File: src/sv/swan_pkg.sv
// Shared types, field widths and codes for the sensor window average normalizer.
// No dependencies; every other file of the block refers to it by scoped names.
package swan_pkg;

   // Field widths
   localparam int VAL_W      = 10;
   localparam int CH_FIELD_W = 3;
   localparam int LEVEL_W    = 17;
   localparam int MASK_W     = 8;
   localparam int CSR_IDX_W  = 2;
   localparam int CSR_DATA_W = 8;
   localparam int CH_CMP_W   = 5;

   // Parameter defaults
   localparam int WINDOW_DEF      = 8;
   localparam int CHANNELS_DEF    = 8;
   localparam int SAMPLE_BITS_DEF = 10;

   localparam logic [LEVEL_W-1:0] NORM_SCALE  = 17'd100;
   localparam logic [LEVEL_W-1:0] LEVEL_ONE   = 17'd1;
   localparam logic [MASK_W-1:0]  CLAMP_RESET = 8'd42;

   // Register indexes
   localparam logic [CSR_IDX_W-1:0] CSR_CALIBRATING = 2'd0;
   localparam logic [CSR_IDX_W-1:0] CSR_CALIB_SET   = 2'd1;
   localparam logic [CSR_IDX_W-1:0] CSR_CLAMP_MASK  = 2'd2;

   // Request and bound-set codes
   localparam logic REQ_LOAD   = 1'b1;
   localparam logic SET_SINGLE = 1'b1;

   typedef enum logic [2:0] {
      ST_IDLE,
      ST_DECODE,
      ST_UPDATE,
      ST_AVERAGE,
      ST_TRACK,
      ST_NORM,
      ST_DIVIDE,
      ST_DONE
   } state_type;

   typedef struct packed {
      logic rd;
      logic upd;
   } win_ctl_type;

   typedef struct packed {
      logic full_now;
      logic full_next;
   } win_sts_type;

endpackage

File: src/sv/sensor_window_average_normalizer.sv
// Sensor window average normalizer: one request carries one sample (or one bound load)
// for a sensor channel and yields exactly one response. A sample enters its channel's
// ring of WINDOW entries; until the ring has filled the raw sample passes through,
// afterwards the ring sum divided by WINDOW is used. With calibration on, that value
// widens the channel's minimum and maximum in the set chosen by calib_set. The value
// is then scaled to (v-min)*100/(max-min) against the set the request selects, raised
// to at least 1 and capped at 100 on channels whose clamp_mask bit is set; an empty
// range (max not above min) gives level 1 and raises range_fault. Both divisions run
// on one bit-serial divider, one quotient bit per cycle, and that unit sets the rate:
// a sample is averaged and then scaled once its window has filled and only scaled
// before, a range fault saves the scaling division, and a bound load or a channel
// beyond CHANNELS skips both. One request is in flight at a time; the next is
// accepted in the cycle after the response has been handed to the output register,
// whether or not the consumer has taken it yet. Configuration writes take effect at
// once and are meant to be made while no request is in flight.
module sensor_window_average_normalizer #(
   parameter int WINDOW      = swan_pkg::WINDOW_DEF,
   parameter int CHANNELS    = swan_pkg::CHANNELS_DEF,
   parameter int SAMPLE_BITS = swan_pkg::SAMPLE_BITS_DEF
) (
   input  logic                            clock,
   input  logic                            reset,
   // request channel
   input  logic                            req_valid,
   output logic                            req_ready,
   input  logic                            req_type,
   input  logic [swan_pkg::CH_FIELD_W-1:0] req_channel,
   input  logic [swan_pkg::VAL_W-1:0]      req_sample,
   input  logic                            req_use_single_line,
   input  logic                            req_load_set,
   input  logic [swan_pkg::VAL_W-1:0]      req_load_min,
   input  logic [swan_pkg::VAL_W-1:0]      req_load_max,
   // response channel
   output logic                            rsp_valid,
   input  logic                            rsp_ready,
   output logic [swan_pkg::CH_FIELD_W-1:0] rsp_out_channel,
   output logic [swan_pkg::VAL_W-1:0]      rsp_filtered_value,
   output logic [swan_pkg::LEVEL_W-1:0]    rsp_level,
   output logic                            rsp_window_full,
   output logic                            rsp_range_fault,
   // configuration port
   input  logic                            csr_write_en,
   input  logic [swan_pkg::CSR_IDX_W-1:0]  csr_index,
   input  logic [swan_pkg::CSR_DATA_W-1:0] csr_wdata
);

   localparam int VAL_W    = swan_pkg::VAL_W;
   localparam int CHF_W    = swan_pkg::CH_FIELD_W;
   localparam int LEVEL_W  = swan_pkg::LEVEL_W;
   localparam int MASK_W   = swan_pkg::MASK_W;
   localparam int CH_CMP_W = swan_pkg::CH_CMP_W;
   localparam int CH_W     = (CHANNELS > 1) ? $clog2(CHANNELS) : 1;
   localparam int SUM_W    = VAL_W + $clog2(WINDOW);

   swan_pkg::state_type state_ff, state_in;

   // configuration registers
   logic              calibrating_ff;
   logic              calib_set_ff;
   logic [MASK_W-1:0] clamp_mask_ff;

   // request held for the whole run
   logic             type_ff;
   logic [CHF_W-1:0] ch_ff;
   logic [VAL_W-1:0] smp_ff, smp_in;
   logic             use_single_ff;
   logic             load_set_ff;
   logic [VAL_W-1:0] load_min_ff;
   logic [VAL_W-1:0] load_max_ff;

   // result under construction
   logic [VAL_W-1:0]   value_ff;
   logic [LEVEL_W-1:0] level_ff;
   logic               full_ff;
   logic               fault_ff;

   // output register
   logic               rsp_valid_ff;
   logic [CHF_W-1:0]   rsp_channel_ff;
   logic [VAL_W-1:0]   rsp_value_ff;
   logic [LEVEL_W-1:0] rsp_level_ff;
   logic               rsp_full_ff;
   logic               rsp_fault_ff;

   // bound sets, zero from reset until loaded or widened by calibration
   logic [VAL_W-1:0] dmin_ff [CHANNELS];
   logic [VAL_W-1:0] dmax_ff [CHANNELS];
   logic [VAL_W-1:0] smin_ff [CHANNELS];
   logic [VAL_W-1:0] smax_ff [CHANNELS];

   logic [CH_CMP_W-1:0] ch_ext;
   logic [CH_W-1:0]     ch_idx;
   logic                ch_ok;
   logic                is_load;
   logic                req_accept;
   logic                out_free;
   logic                rsp_load;

   swan_pkg::win_ctl_type win_ctl;
   swan_pkg::win_sts_type win_sts;
   logic [SUM_W-1:0]      sum_next;

   logic               div_start;
   logic [LEVEL_W-1:0] div_dividend;
   logic [VAL_W-1:0]   div_divisor;
   logic               div_done;
   logic [LEVEL_W-1:0] div_quotient;

   logic [VAL_W-1:0]   lo, hi, tmin, tmax, x, diff;
   logic               empty;
   logic [LEVEL_W-1:0] norm_num;
   logic [LEVEL_W-1:0] lvl_raised, lvl_final;

   // ---------------------------------------------------------------------------------
   // Decode of the held request
   // ---------------------------------------------------------------------------------
   always_comb begin
      ch_ext     = CH_CMP_W'(ch_ff);
      ch_idx     = ch_ext[CH_W-1:0];
      ch_ok      = ch_ext < CH_CMP_W'(CHANNELS);
      is_load    = type_ff == swan_pkg::REQ_LOAD;
      req_accept = req_valid && req_ready;
      out_free   = !rsp_valid_ff || rsp_ready;
   end

   // mask the incoming sample down to SAMPLE_BITS
   always_comb begin
      for (int i = 0; i < VAL_W; i++) begin
         smp_in[i] = req_sample[i] & (i < SAMPLE_BITS);
      end
   end

   // ---------------------------------------------------------------------------------
   // Normalization datapath
   // ---------------------------------------------------------------------------------
   always_comb begin
      lo       = use_single_ff ? smin_ff[ch_idx] : dmin_ff[ch_idx];
      hi       = use_single_ff ? smax_ff[ch_idx] : dmax_ff[ch_idx];
      tmin     = calib_set_ff ? smin_ff[ch_idx] : dmin_ff[ch_idx];
      tmax     = calib_set_ff ? smax_ff[ch_idx] : dmax_ff[ch_idx];
      empty    = hi <= lo;
      // raise a sample below the minimum to the minimum
      x        = (value_ff < lo) ? lo : value_ff;
      diff     = x - lo;
      norm_num = LEVEL_W'(diff) * swan_pkg::NORM_SCALE;
      lvl_raised = (div_quotient == '0) ? swan_pkg::LEVEL_ONE : div_quotient;
      if (clamp_mask_ff[ch_ff] && (lvl_raised > swan_pkg::NORM_SCALE)) begin
         lvl_final = swan_pkg::NORM_SCALE;
      end else begin
         lvl_final = lvl_raised;
      end
   end

   // ---------------------------------------------------------------------------------
   // Sequencer: next state
   // ---------------------------------------------------------------------------------
   always_comb begin
      state_in = state_ff;
      case (state_ff)
         swan_pkg::ST_IDLE: begin
            if (req_accept) state_in = swan_pkg::ST_DECODE;
         end
         swan_pkg::ST_DECODE: begin
            if (!ch_ok || is_load) state_in = swan_pkg::ST_DONE;
            else                   state_in = swan_pkg::ST_UPDATE;
         end
         swan_pkg::ST_UPDATE: begin
            if (win_sts.full_next) state_in = swan_pkg::ST_AVERAGE;
            else                   state_in = swan_pkg::ST_TRACK;
         end
         swan_pkg::ST_AVERAGE: begin
            if (div_done) state_in = swan_pkg::ST_TRACK;
         end
         swan_pkg::ST_TRACK: begin
            state_in = swan_pkg::ST_NORM;
         end
         swan_pkg::ST_NORM: begin
            if (empty) state_in = swan_pkg::ST_DONE;
            else       state_in = swan_pkg::ST_DIVIDE;
         end
         swan_pkg::ST_DIVIDE: begin
            if (div_done) state_in = swan_pkg::ST_DONE;
         end
         swan_pkg::ST_DONE: begin
            if (out_free) state_in = swan_pkg::ST_IDLE;
         end
         default: begin
            state_in = swan_pkg::ST_IDLE;
         end
      endcase
   end

   // ---------------------------------------------------------------------------------
   // Sequencer: outputs
   // ---------------------------------------------------------------------------------
   always_comb begin
      req_ready    = 1'b0;
      win_ctl      = '0;
      div_start    = 1'b0;
      div_dividend = norm_num;
      div_divisor  = hi - lo;
      rsp_load     = 1'b0;
      case (state_ff)
         swan_pkg::ST_IDLE: begin
            // hold off requests while reset is applied
            req_ready = !reset;
         end
         swan_pkg::ST_DECODE: begin
            // fetch the ring entry about to be overwritten
            win_ctl.rd = ch_ok && !is_load;
         end
         swan_pkg::ST_UPDATE: begin
            win_ctl.upd  = 1'b1;
            div_start    = win_sts.full_next;
            div_dividend = LEVEL_W'(sum_next);
            div_divisor  = VAL_W'(WINDOW);
         end
         swan_pkg::ST_NORM: begin
            div_start = !empty;
         end
         swan_pkg::ST_DONE: begin
            rsp_load = out_free;
         end
         default: begin
         end
      endcase
   end

   // ---------------------------------------------------------------------------------
   // Registers
   // ---------------------------------------------------------------------------------
   always_ff @(posedge clock) begin
      if (reset) state_ff <= swan_pkg::ST_IDLE;
      else       state_ff <= state_in;
   end

   always_ff @(posedge clock) begin
      if (reset) begin
         calibrating_ff <= 1'b0;
         calib_set_ff   <= 1'b0;
         clamp_mask_ff  <= swan_pkg::CLAMP_RESET;
      end else if (csr_write_en) begin
         case (csr_index)
            swan_pkg::CSR_CALIBRATING: calibrating_ff <= csr_wdata[0];
            swan_pkg::CSR_CALIB_SET:   calib_set_ff   <= csr_wdata[0];
            swan_pkg::CSR_CLAMP_MASK:  clamp_mask_ff  <= csr_wdata[MASK_W-1:0];
            default: begin
               // unknown index: drop the write
            end
         endcase
      end
   end

   // hold the request and build the result
   always_ff @(posedge clock) begin
      if (req_accept) begin
         type_ff       <= req_type;
         ch_ff         <= req_channel;
         smp_ff        <= smp_in;
         use_single_ff <= req_use_single_line;
         load_set_ff   <= req_load_set;
         load_min_ff   <= req_load_min;
         load_max_ff   <= req_load_max;
      end
      case (state_ff)
         swan_pkg::ST_DECODE: begin
            value_ff <= '0;
            level_ff <= swan_pkg::LEVEL_ONE;
            fault_ff <= 1'b0;
            full_ff  <= ch_ok ? win_sts.full_now : 1'b0;
         end
         swan_pkg::ST_UPDATE: begin
            full_ff <= win_sts.full_next;
            // pass the raw sample through until the window has filled
            if (!win_sts.full_next) value_ff <= smp_ff;
         end
         swan_pkg::ST_AVERAGE: begin
            if (div_done) value_ff <= div_quotient[VAL_W-1:0];
         end
         swan_pkg::ST_NORM: begin
            fault_ff <= empty;
            level_ff <= swan_pkg::LEVEL_ONE;
         end
         swan_pkg::ST_DIVIDE: begin
            if (div_done) level_ff <= lvl_final;
         end
         default: begin
         end
      endcase
   end

   // bound sets: loads and calibration tracking
   always_ff @(posedge clock) begin
      if (reset) begin
         for (int i = 0; i < CHANNELS; i++) begin
            dmin_ff[i] <= '0;
            dmax_ff[i] <= '0;
            smin_ff[i] <= '0;
            smax_ff[i] <= '0;
         end
      end else begin
         if ((state_ff == swan_pkg::ST_DECODE) && ch_ok && is_load) begin
            if (load_set_ff == swan_pkg::SET_SINGLE) begin
               smin_ff[ch_idx] <= load_min_ff;
               smax_ff[ch_idx] <= load_max_ff;
            end else begin
               dmin_ff[ch_idx] <= load_min_ff;
               dmax_ff[ch_idx] <= load_max_ff;
            end
         end
         if ((state_ff == swan_pkg::ST_TRACK) && calibrating_ff) begin
            if (calib_set_ff == swan_pkg::SET_SINGLE) begin
               if (value_ff > tmax) smax_ff[ch_idx] <= value_ff;
               if (value_ff < tmin) smin_ff[ch_idx] <= value_ff;
            end else begin
               if (value_ff > tmax) dmax_ff[ch_idx] <= value_ff;
               if (value_ff < tmin) dmin_ff[ch_idx] <= value_ff;
            end
         end
      end
   end

   // output register: advance when free, hold while stalled
   always_ff @(posedge clock) begin
      if (reset) begin
         rsp_valid_ff <= 1'b0;
      end else if (rsp_load) begin
         rsp_valid_ff <= 1'b1;
      end else if (rsp_ready) begin
         rsp_valid_ff <= 1'b0;
      end
   end

   always_ff @(posedge clock) begin
      if (rsp_load) begin
         rsp_channel_ff <= ch_ff;
         rsp_value_ff   <= value_ff;
         rsp_level_ff   <= level_ff;
         rsp_full_ff    <= full_ff;
         rsp_fault_ff   <= fault_ff;
      end
   end

   assign rsp_valid          = rsp_valid_ff;
   assign rsp_out_channel    = rsp_channel_ff;
   assign rsp_filtered_value = rsp_value_ff;
   assign rsp_level          = rsp_level_ff;
   assign rsp_window_full    = rsp_full_ff;
   assign rsp_range_fault    = rsp_fault_ff;

   // ---------------------------------------------------------------------------------
   // Sub-units
   // ---------------------------------------------------------------------------------
   swan_win #(
      .WINDOW   (WINDOW),
      .CHANNELS (CHANNELS)
   ) u_win (
      .clock    (clock),
      .reset    (reset),
      .ctl      (win_ctl),
      .ch_idx   (ch_idx),
      .smp      (smp_ff),
      .sts      (win_sts),
      .sum_next (sum_next)
   );

   swan_div u_div (
      .clock    (clock),
      .reset    (reset),
      .start    (div_start),
      .dividend (div_dividend),
      .divisor  (div_divisor),
      .done     (div_done),
      .quotient (div_quotient)
   );

endmodule

File: src/sv/swan_div.sv
// Bit-serial restoring divider: one quotient bit per cycle through a shift register.
// Depends on swan_pkg for the dividend and divisor widths.
module swan_div (
   input  logic                         clock,
   input  logic                         reset,
   input  logic                         start,
   input  logic [swan_pkg::LEVEL_W-1:0] dividend,
   input  logic [swan_pkg::VAL_W-1:0]   divisor,
   output logic                         done,
   output logic [swan_pkg::LEVEL_W-1:0] quotient
);

   localparam int NUM_W = swan_pkg::LEVEL_W;
   localparam int DEN_W = swan_pkg::VAL_W;
   localparam int CNT_W = $clog2(NUM_W + 1);

   logic [NUM_W-1:0] quo_ff, quo_in;
   logic [DEN_W-1:0] rem_ff, rem_in;
   logic [DEN_W-1:0] den_ff;
   logic [CNT_W-1:0] cnt_ff;
   logic             busy_ff;
   logic             done_ff;
   logic [DEN_W:0]   rem_sh;
   logic [DEN_W:0]   rem_sub;
   logic             take;

   always_comb begin
      rem_sh  = {rem_ff, quo_ff[NUM_W-1]};
      rem_sub = rem_sh - {1'b0, den_ff};
      take    = rem_sh >= {1'b0, den_ff};
      rem_in  = take ? rem_sub[DEN_W-1:0] : rem_sh[DEN_W-1:0];
      quo_in  = {quo_ff[NUM_W-2:0], take};
   end

   always_ff @(posedge clock) begin
      if (reset) begin
         busy_ff <= 1'b0;
         done_ff <= 1'b0;
         cnt_ff  <= '0;
      end else begin
         done_ff <= 1'b0;
         if (start) begin
            busy_ff <= 1'b1;
            cnt_ff  <= CNT_W'(NUM_W);
         end else if (busy_ff) begin
            cnt_ff <= cnt_ff - 1'b1;
            if (cnt_ff == CNT_W'(1)) begin
               busy_ff <= 1'b0;
               done_ff <= 1'b1;
            end
         end
      end
   end

   always_ff @(posedge clock) begin
      if (start) begin
         quo_ff <= dividend;
         rem_ff <= '0;
         den_ff <= divisor;
      end else if (busy_ff) begin
         quo_ff <= quo_in;
         rem_ff <= rem_in;
      end
   end

   assign done     = done_ff;
   assign quotient = quo_ff;

endmodule

File: src/sv/swan_win.sv
// Per-channel sample ring, write index, running sum and fill flag.
// Depends on swan_pkg for widths and the control and status structs.
module swan_win #(
   parameter int  WINDOW   = swan_pkg::WINDOW_DEF,
   parameter int  CHANNELS = swan_pkg::CHANNELS_DEF,
   localparam int CH_W     = (CHANNELS > 1) ? $clog2(CHANNELS) : 1,
   localparam int SUM_W    = swan_pkg::VAL_W + $clog2(WINDOW)
) (
   input  logic                       clock,
   input  logic                       reset,
   input  swan_pkg::win_ctl_type      ctl,
   input  logic [CH_W-1:0]            ch_idx,
   input  logic [swan_pkg::VAL_W-1:0] smp,
   output swan_pkg::win_sts_type      sts,
   output logic [SUM_W-1:0]           sum_next
);

   localparam int VAL_W  = swan_pkg::VAL_W;
   localparam int IDX_W  = (WINDOW > 1) ? $clog2(WINDOW) : 1;
   localparam int ADDR_W = CH_W + IDX_W;
   localparam int DEPTH  = 1 << ADDR_W;

   logic [VAL_W-1:0]    ring [DEPTH];
   logic [IDX_W-1:0]    widx_ff [CHANNELS];
   logic [IDX_W-1:0]    widx_in;
   logic [SUM_W-1:0]    sum_ff [CHANNELS];
   logic [CHANNELS-1:0] filled_ff;
   logic [VAL_W-1:0]    old_ff;
   logic [ADDR_W-1:0]   addr;
   logic                last;

   always_comb begin
      addr     = {ch_idx, widx_ff[ch_idx]};
      last     = widx_ff[ch_idx] == IDX_W'(WINDOW - 1);
      widx_in  = last ? '0 : widx_ff[ch_idx] + 1'b1;
      // drop the oldest sample only once the ring holds a full window
      sum_next = sum_ff[ch_idx] - (filled_ff[ch_idx] ? SUM_W'(old_ff) : '0) + SUM_W'(smp);
      sts.full_now  = filled_ff[ch_idx];
      sts.full_next = filled_ff[ch_idx] | last;
   end

   always_ff @(posedge clock) begin
      if (ctl.upd) begin
         ring[addr] <= smp;
      end
      if (ctl.rd) begin
         old_ff <= ring[addr];
      end
   end

   always_ff @(posedge clock) begin
      if (reset) begin
         for (int i = 0; i < CHANNELS; i++) begin
            widx_ff[i] <= '0;
            sum_ff[i]  <= '0;
         end
         filled_ff <= '0;
      end else if (ctl.upd) begin
         widx_ff[ch_idx]   <= widx_in;
         sum_ff[ch_idx]    <= sum_next;
         filled_ff[ch_idx] <= sts.full_next;
      end
   end

endmodule

File: config.mk
export PLATFORM = sky130hd
export DESIGN_NAME = sensor_window_average_normalizer
export DESIGN_NICKNAME = d
export VERILOG_FILES = /design/src/sv/swan_pkg.sv /design/src/sv/sensor_window_average_normalizer.sv /design/src/sv/swan_div.sv /design/src/sv/swan_win.sv
export SDC_FILE = /design/constraint.sdc
export NUM_CORES = 2
export LEC_CHECK = 0
export BUFFER_PORTS_ARGS = -buffer_cell sky130_fd_sc_hd__buf_2
export CORE_MARGIN = 3
export CORE_UTILIZATION = 55
export DETAILED_ROUTE_END_ITERATION = 12
export PLACE_DENSITY = 0.71
export SYNTH_ARGS = -nofsm -noshare
export SYNTH_HDL_FRONTEND = slang
export SYNTH_SLANG_ARGS = --single-unit
File: constraint.sdc
create_clock -name clock -period 9.3 [get_ports clock]
set_input_delay 0.93 -clock clock [delete_from_list [all_inputs] [get_ports clock]]
set_output_delay 0.93 -clock clock [all_outputs]
set_load 0.01 [all_outputs]
* After elaboration in Yosys (flattened, before gate mapping) *
Memories as Yosys holds them, arrays and structs flattened. A register that Yosys moved wholly into a read port is not among the register bits.
Index checks and enable logic that the tools add are counted.

word-level totals
  register bits after elaboration = 163
  memory bits (writable) = 1088
  output and inout port bits = 34
  memories kept = 7

cells by class
  $add $sub $neg = 7
  multipliers = 1
  $lt $le $gt $ge = 8
  equality and inequality tests = 16
  multiplexer cells = 108
  bitwise gates (word level) = 6
  reductions and logical operators = 34

memory list
  memory           words  width  read ports  clocked after Yosys merged registers in  wr ports  line                                    text
  u_win.ring       64     10     1           1                                        1         swan_win.sv:23                          logic [VAL_W-1:0] ring [DEPTH];
  u_win.sum_ff     8      13     1           1                                        8         swan_win.sv:26                          logic [SUM_W-1:0] sum_ff [CHANNELS];
  dmax_ff          8      10     1           1                                        8         sensor_window_average_normalizer.sv:87  logic [VAL_W-1:0] dmax_ff [CHANNELS];
  dmin_ff          8      10     1           1                                        8         sensor_window_average_normalizer.sv:86  logic [VAL_W-1:0] dmin_ff [CHANNELS];
  smax_ff          8      10     1           1                                        8         sensor_window_average_normalizer.sv:89  logic [VAL_W-1:0] smax_ff [CHANNELS];
  smin_ff          8      10     1           1                                        8         sensor_window_average_normalizer.sv:88  logic [VAL_W-1:0] smin_ff [CHANNELS];
  1 more memories  --     --     --          --                                       --        --

operators with widths
  cell                   count
  $mux 10                17
  $mux 17                6
  $mux 3                 20
  $mux 1                 52
  $reduce_or 10->1       4
  $pmux 17 s2            1
  $pmux 10 s3            1
  $sub 10x10->10         3
  $pmux 3 s8             1
  $lt 10x10->1           2
  $gt 17x7->1 const B    1
  $logic_not 17->1       1
  $eq 3x3->1 const B     5
  $mul 10x5->15 const B  1
  $add 13x10->13         1
  $mux 13                1
  $reduce_or 13->1       1
  $sub 13x13->13         1
  $ge 11x10->1           1
  $gt 10x10->1           1
  $le 10x10->1           1
  $mux 5                 2
  $reduce_bool 2->1      5
  $bwmux 8               1
  27 further kinds       50

* Depth between registers and ports, before layout *
  depth after elaboration = 10
  gate-level depth with buffers = 38
  mapped depth without buffers = 33

* Cells and area by module *
From an unflattened synthesis, not the netlist that was laid out.

unflattened totals
  cell total of the unflattened synthesis = 4274
  area total of the unflattened synthesis = 56390.3 um2

by module, submodules not included
  module                            instances  cells an instance  area an instance (um2)
  swan_win                          1          2389               32139.6
  sensor_window_average_normalizer  1          1693               22028.6
  swan_div                          1          192                2222.1

* Worst setup path after synthesis *
Ideal clock, no wire load.

  path type = reg-to-reg
  from = register (tool-made name)
  to = register u_div.quo_ff[15] (netlist: u_div.quotient[15]) (data pin)
  setup time = 0.256 ns
  arrival time = 7.702 ns
  slack = 1.342 ns
  stages on the path, launching flop included = 38
  clock period less this slack = 7.958 ns
  cells stage by stage = dfxtp_1 buf_6 buf_2 buf_2 buf_2 mux4_2 mux2i_1 nand2_1 o21ai_0 ha_1 a21oi_1 nor2b_1 o21ai_0 a211o_1 a21boi_0 o21a_2 or2_2 buf_4 [... 2 more ...] fa_1 nor2b_1 o21ai_0 nand2b_1 a21o_1 a21o_1 xor2_1 ha_1 ha_1 inv_1 fa_1 inv_1 ha_1 or3_1 o211a_1 a31oi_1 xnor2_1 a22o_1

RTL lines
  element               line            text
  end signal, assigned  swan_div.sv:57  quo_ff <= dividend;
  end signal, assigned  swan_div.sv:61  quo_ff <= quo_in;
  end, declared         swan_div.sv:17  logic [NUM_W-1:0] quo_ff, quo_in;

==> flow_metrics.env <==
export IMPL_cts_root_buf="clkbuf_16"
export IMPL_synth_compound_area_share_pct=9.27
export IMPL_grt_pass1_vias=31900
export IMPL_min_period_over_period_pct=90.5
export IMPL_clock_sinks=1264
export IMPL_cts_tree="done"
export IMPL_synth_async_sr_flop_share_pct=0
export IMPL_hold_buffers=0
export IMPL_synth_distinct_cells=74
export IMPL_max_vdd_ir_drop_v=0.000909
export IMPL_skew_ns=0.0420
export IMPL_max_stage_delay_ns=0.77
export IMPL_core_rowCount=113
export IMPL_grt_pass1_wl_um=208000
export IMPL_start_util_pct=55.9
export IMPL_ys_flop_type="edfxtp_1"
export IMPL_synth_seq_cells=1264
export IMPL_slew_headroom_pct=13.2
export IMPL_syn_avg_cell_area_um2=15.0
export IMPL_start_kind="register"
export IMPL_post_cts_buffers=0
export IMPL_drt_iter0_markers=3861
export IMPL_grt_max_degree=75
export IMPL_powerDensity_mw_per_mm2=341
export IMPL_status="completed"
export IMPL_synth_edff_count=1222
export IMPL_antenna_found_initial=1
export IMPL_dieArea_mm2=0.101
export IMPL_seq_power_share_pct=34.6
export IMPL_maxCapViolations=0
export IMPL_yosysSeqAreaShare_pct=70.1
export IMPL_end_kind="register"
export IMPL_syn_inst=3580
export IMPL_cts_made_buffers=120
export IMPL_boundaryPins=85
export IMPL_die_width_um=318
export IMPL_crit_path_frequent_cell="ha_1"
export IMPL_h_tree_depth=3
export IMPL_critPathArrivalTime_ns=8.88
export IMPL_crit_fanout=32
export IMPL_clk_pin_slew_worst_paths_ns=0.06
export IMPL_layout_commonest_cell="edfxtp_1"
export IMPL_whs_path_depth=1
export IMPL_wl_per_cell_um=28.1
export IMPL_required_ns=9.76
export IMPL_sw_frac_of_total_pct=36.2
export IMPL_port_buffers=84
export IMPL_worstMarginPinSlew_ns=1.30
export IMPL_final_cell_mix="edfxtp_1 (1222), nor2_1 (587), a22oi_1 (343)"
export IMPL_path_class="register to register"
export IMPL_netlist_area_mm2=0.0535
export IMPL_setup_viol=0
export IMPL_final_hold_viol_count=0
export IMPL_power_switching_w=0.00732
export IMPL_drtPass1Iterations=7
export IMPL_drtAntennaViolNets=0
export IMPL_multiInputGateArea_mm2=0.0149
export IMPL_finalSetupTns_ns=0
export IMPL_rsz0062_at_grt="no"
export IMPL_p_int_w=0.0129
export IMPL_n_fill_cell=6848
export IMPL_crit_slowest_cell="dfxtp_4"
export IMPL_cts_resized=0
export IMPL_finalWirelength_um=141000
export IMPL_gp_congestion=0.869
export IMPL_synth_xor_area_share_pct=0.818
export IMPL_synthMuxAreaShare_pct=6.75
export IMPL_diodes=0
export IMPL_via_count=32600
export IMPL_die_h_um=318
export IMPL_overflow=0
export IMPL_synth_top_family_by_area="compound AO/OA/AOI/OAI gates"
export IMPL_slew_viol_final=0
export IMPL_routed_via_density=6.48
export IMPL_finalCriticalPeriod_ns=8.42
export IMPL_timing_fmax_ghz=0.119
export IMPL_synthSimpleGateAreaFrac_pct=7.56
export IMPL_p_leak_nw=20.2
export IMPL_fin_util_pct=62.0
export IMPL_holdCritPathClass="primary input to register"
export IMPL_syn_to_final_growth_pct=10.8
export IMPL_cts_max_path_buffers=3
export IMPL_dp_hpwl_um=85500
export IMPL_grtUsageTotal_pct=27.6
export IMPL_synth_adder_area_share_pct=3.20
export IMPL_clkLatencyLatePin_ns=0.74
export IMPL_yosys_warnings=0
export IMPL_nets=3842
export IMPL_power_share_clock_pct=23.9
export IMPL_core_area_mm2=0.0957
export IMPL_drc=0
export IMPL_final_seq_area_mm2=0.0375
export IMPL_reg2reg_depth=31
export IMPL_synth_nets=3757
export IMPL_combPwrFrac_pct=41.5
export IMPL_final_layout_size_suffix_gt1_share_pct=13.7
==> sequential cells by signal, summed over array words and instances, names as in the netlist, 17 cells and up, named ones only <==
register        count
dmax_ff            80
dmin_ff            80
level_ff           17
rsp_level          17
smax_ff            80
smin_ff            80
u_div.quotient     17
u_win.ring        640
u_win.sum_ff      104
u_win.widx_ff      24
==> logic make-up after synthesis <==
family,count (synthesis)
AOI/OAI and AO/OA,702
muxes,206
and+or+nand+nor,938
DFF,1264
adders and majority gates,126
xor gates and xnor gates,50
buffers and inverters,294
==> final cells by class <==
type	count	share of cell area [%]
clock buffers	156	5.43
inverters	88	0.557
multi-input cells	2022	25.1
repair buffers	169	1.85
clock inverters	62	1.10
well taps	1265	2.67
flip-flops and latches	1264	63.3
==> stage by stage <==
| step | total power, W | hold WS, ns | setup WS [ns] | area (µm²) | std cells |
|---|---|---|---|---|---|
| 2_1_floorplan | 0.0132 | 0.400 | 1.34 | 53500 | 3580 |
| 3_3_place_gp | 0.0153 | 0.406 | 0.959 | 55400 | 4808 |
| 3_5_place_dp | 0.0155 | 0.405 | 0.914 | 55400 | 4808 |
| 4_1_cts | 0.0203 | 0.341 | 0.907 | 59300 | 5026 |
| 5_1_grt | 0.0215 | 0.359 | 0.370 | 59300 | 5026 |
| 6_report | 0.0202 | 0.380 | 0.881 | 59300 | 5026 |
==> critical path: cells and delay by family (launching register included) <==
family / cells / cell delay (ns)
compound gates: 12 / 2.32
xor+xnor: 2 / 0.40
fa+ha+maj: 7 / 2.49
buf+inv: 2 / 0.09
flops: 1 / 0.77
mux: 3 / 1.01
simple gates: 5 / 1.08
==> worst paths after layout <==
kind	slack, ns	startpoint	to
setup / recovery	0.88	register	u_div.quotient[15]
setup reg to reg	0.88	register	u_div.quotient[15]
hold reg to reg	0.42	level_ff[8]	rsp_level[8]
hold / removal	0.38	req_load_max[0]	load_max_ff[0]
==> metal layers <==
layer  vias up  track usage, %  wire (µm)
li1      14000               -          -
met1     16400            37.0      53700
met2      1771            44.0      67400
met3       362            5.54      13800
met4         2            12.4       6300
met5         -               0         13
==> cell usage after synthesis (5+ instances only) <==
| cell type | number | area (µm²) |
|---|---|---|
| a21oi_1 | 70 | 350 |
| o21bai_1 | 20 | 150 |
| nor2b_1 | 27 | 169 |
| xor2_1 | 23 | 201 |
| mux4_2 | 110 | 2480 |
| mux2_2 | 24 | 270 |
| xnor2_1 | 27 | 236 |
| a21boi_0 | 6 | 45.0 |
| nor2_1 | 596 | 2240 |
| edfxtp_1 | 1222 | 36700 |
| mux2i_1 | 56 | 561 |
| nand2b_1 | 37 | 231 |
| a21o_1 | 24 | 180 |
| fa_1 | 18 | 360 |
| a22o_1 | 8 | 70.1 |
| inv_1 | 85 | 319 |
| buf_2 | 43 | 215 |
| or3_1 | 11 | 68.8 |
| ha_1 | 108 | 1350 |
| buf_4 | 11 | 82.6 |
| a211o_1 | 5 | 43.8 |
| o21ai_2 | 8 | 70.1 |
| buf_1 | 9 | 33.8 |
| a41o_1 | 9 | 90.1 |
| nand3_1 | 13 | 65.1 |
| a41oi_1 | 50 | 438 |
| and2_1 | 22 | 138 |
| nand4_1 | 29 | 181 |
| mux2i_2 | 8 | 110 |
| nand2_1 | 128 | 480 |
| dfxtp_1 | 42 | 841 |
| clkbuf_1 | 140 | 526 |
| o22ai_1 | 8 | 50.1 |
| and3_1 | 20 | 125 |
| o21ai_0 | 108 | 541 |
| a22oi_1 | 343 | 2570 |
| nor3_1 | 24 | 120 |
| nor4_1 | 17 | 106 |
| a211oi_1 | 9 | 67.6 |
==> power groups by stage <==
stage / logic, W / clock network, W / registers, W
global route: 0.00939 / 0.00508 / 0.00702
detailed placement: 0.00838 / 0 / 0.00710
global placement: 0.00820 / 0 / 0.00710
finish: 0.00839 / 0.00483 / 0.00699
CTS: 0.00844 / 0.00486 / 0.00699
floorplan: 0.00620 / 0 / 0.00696
Power figures use the tool's default switching activity.
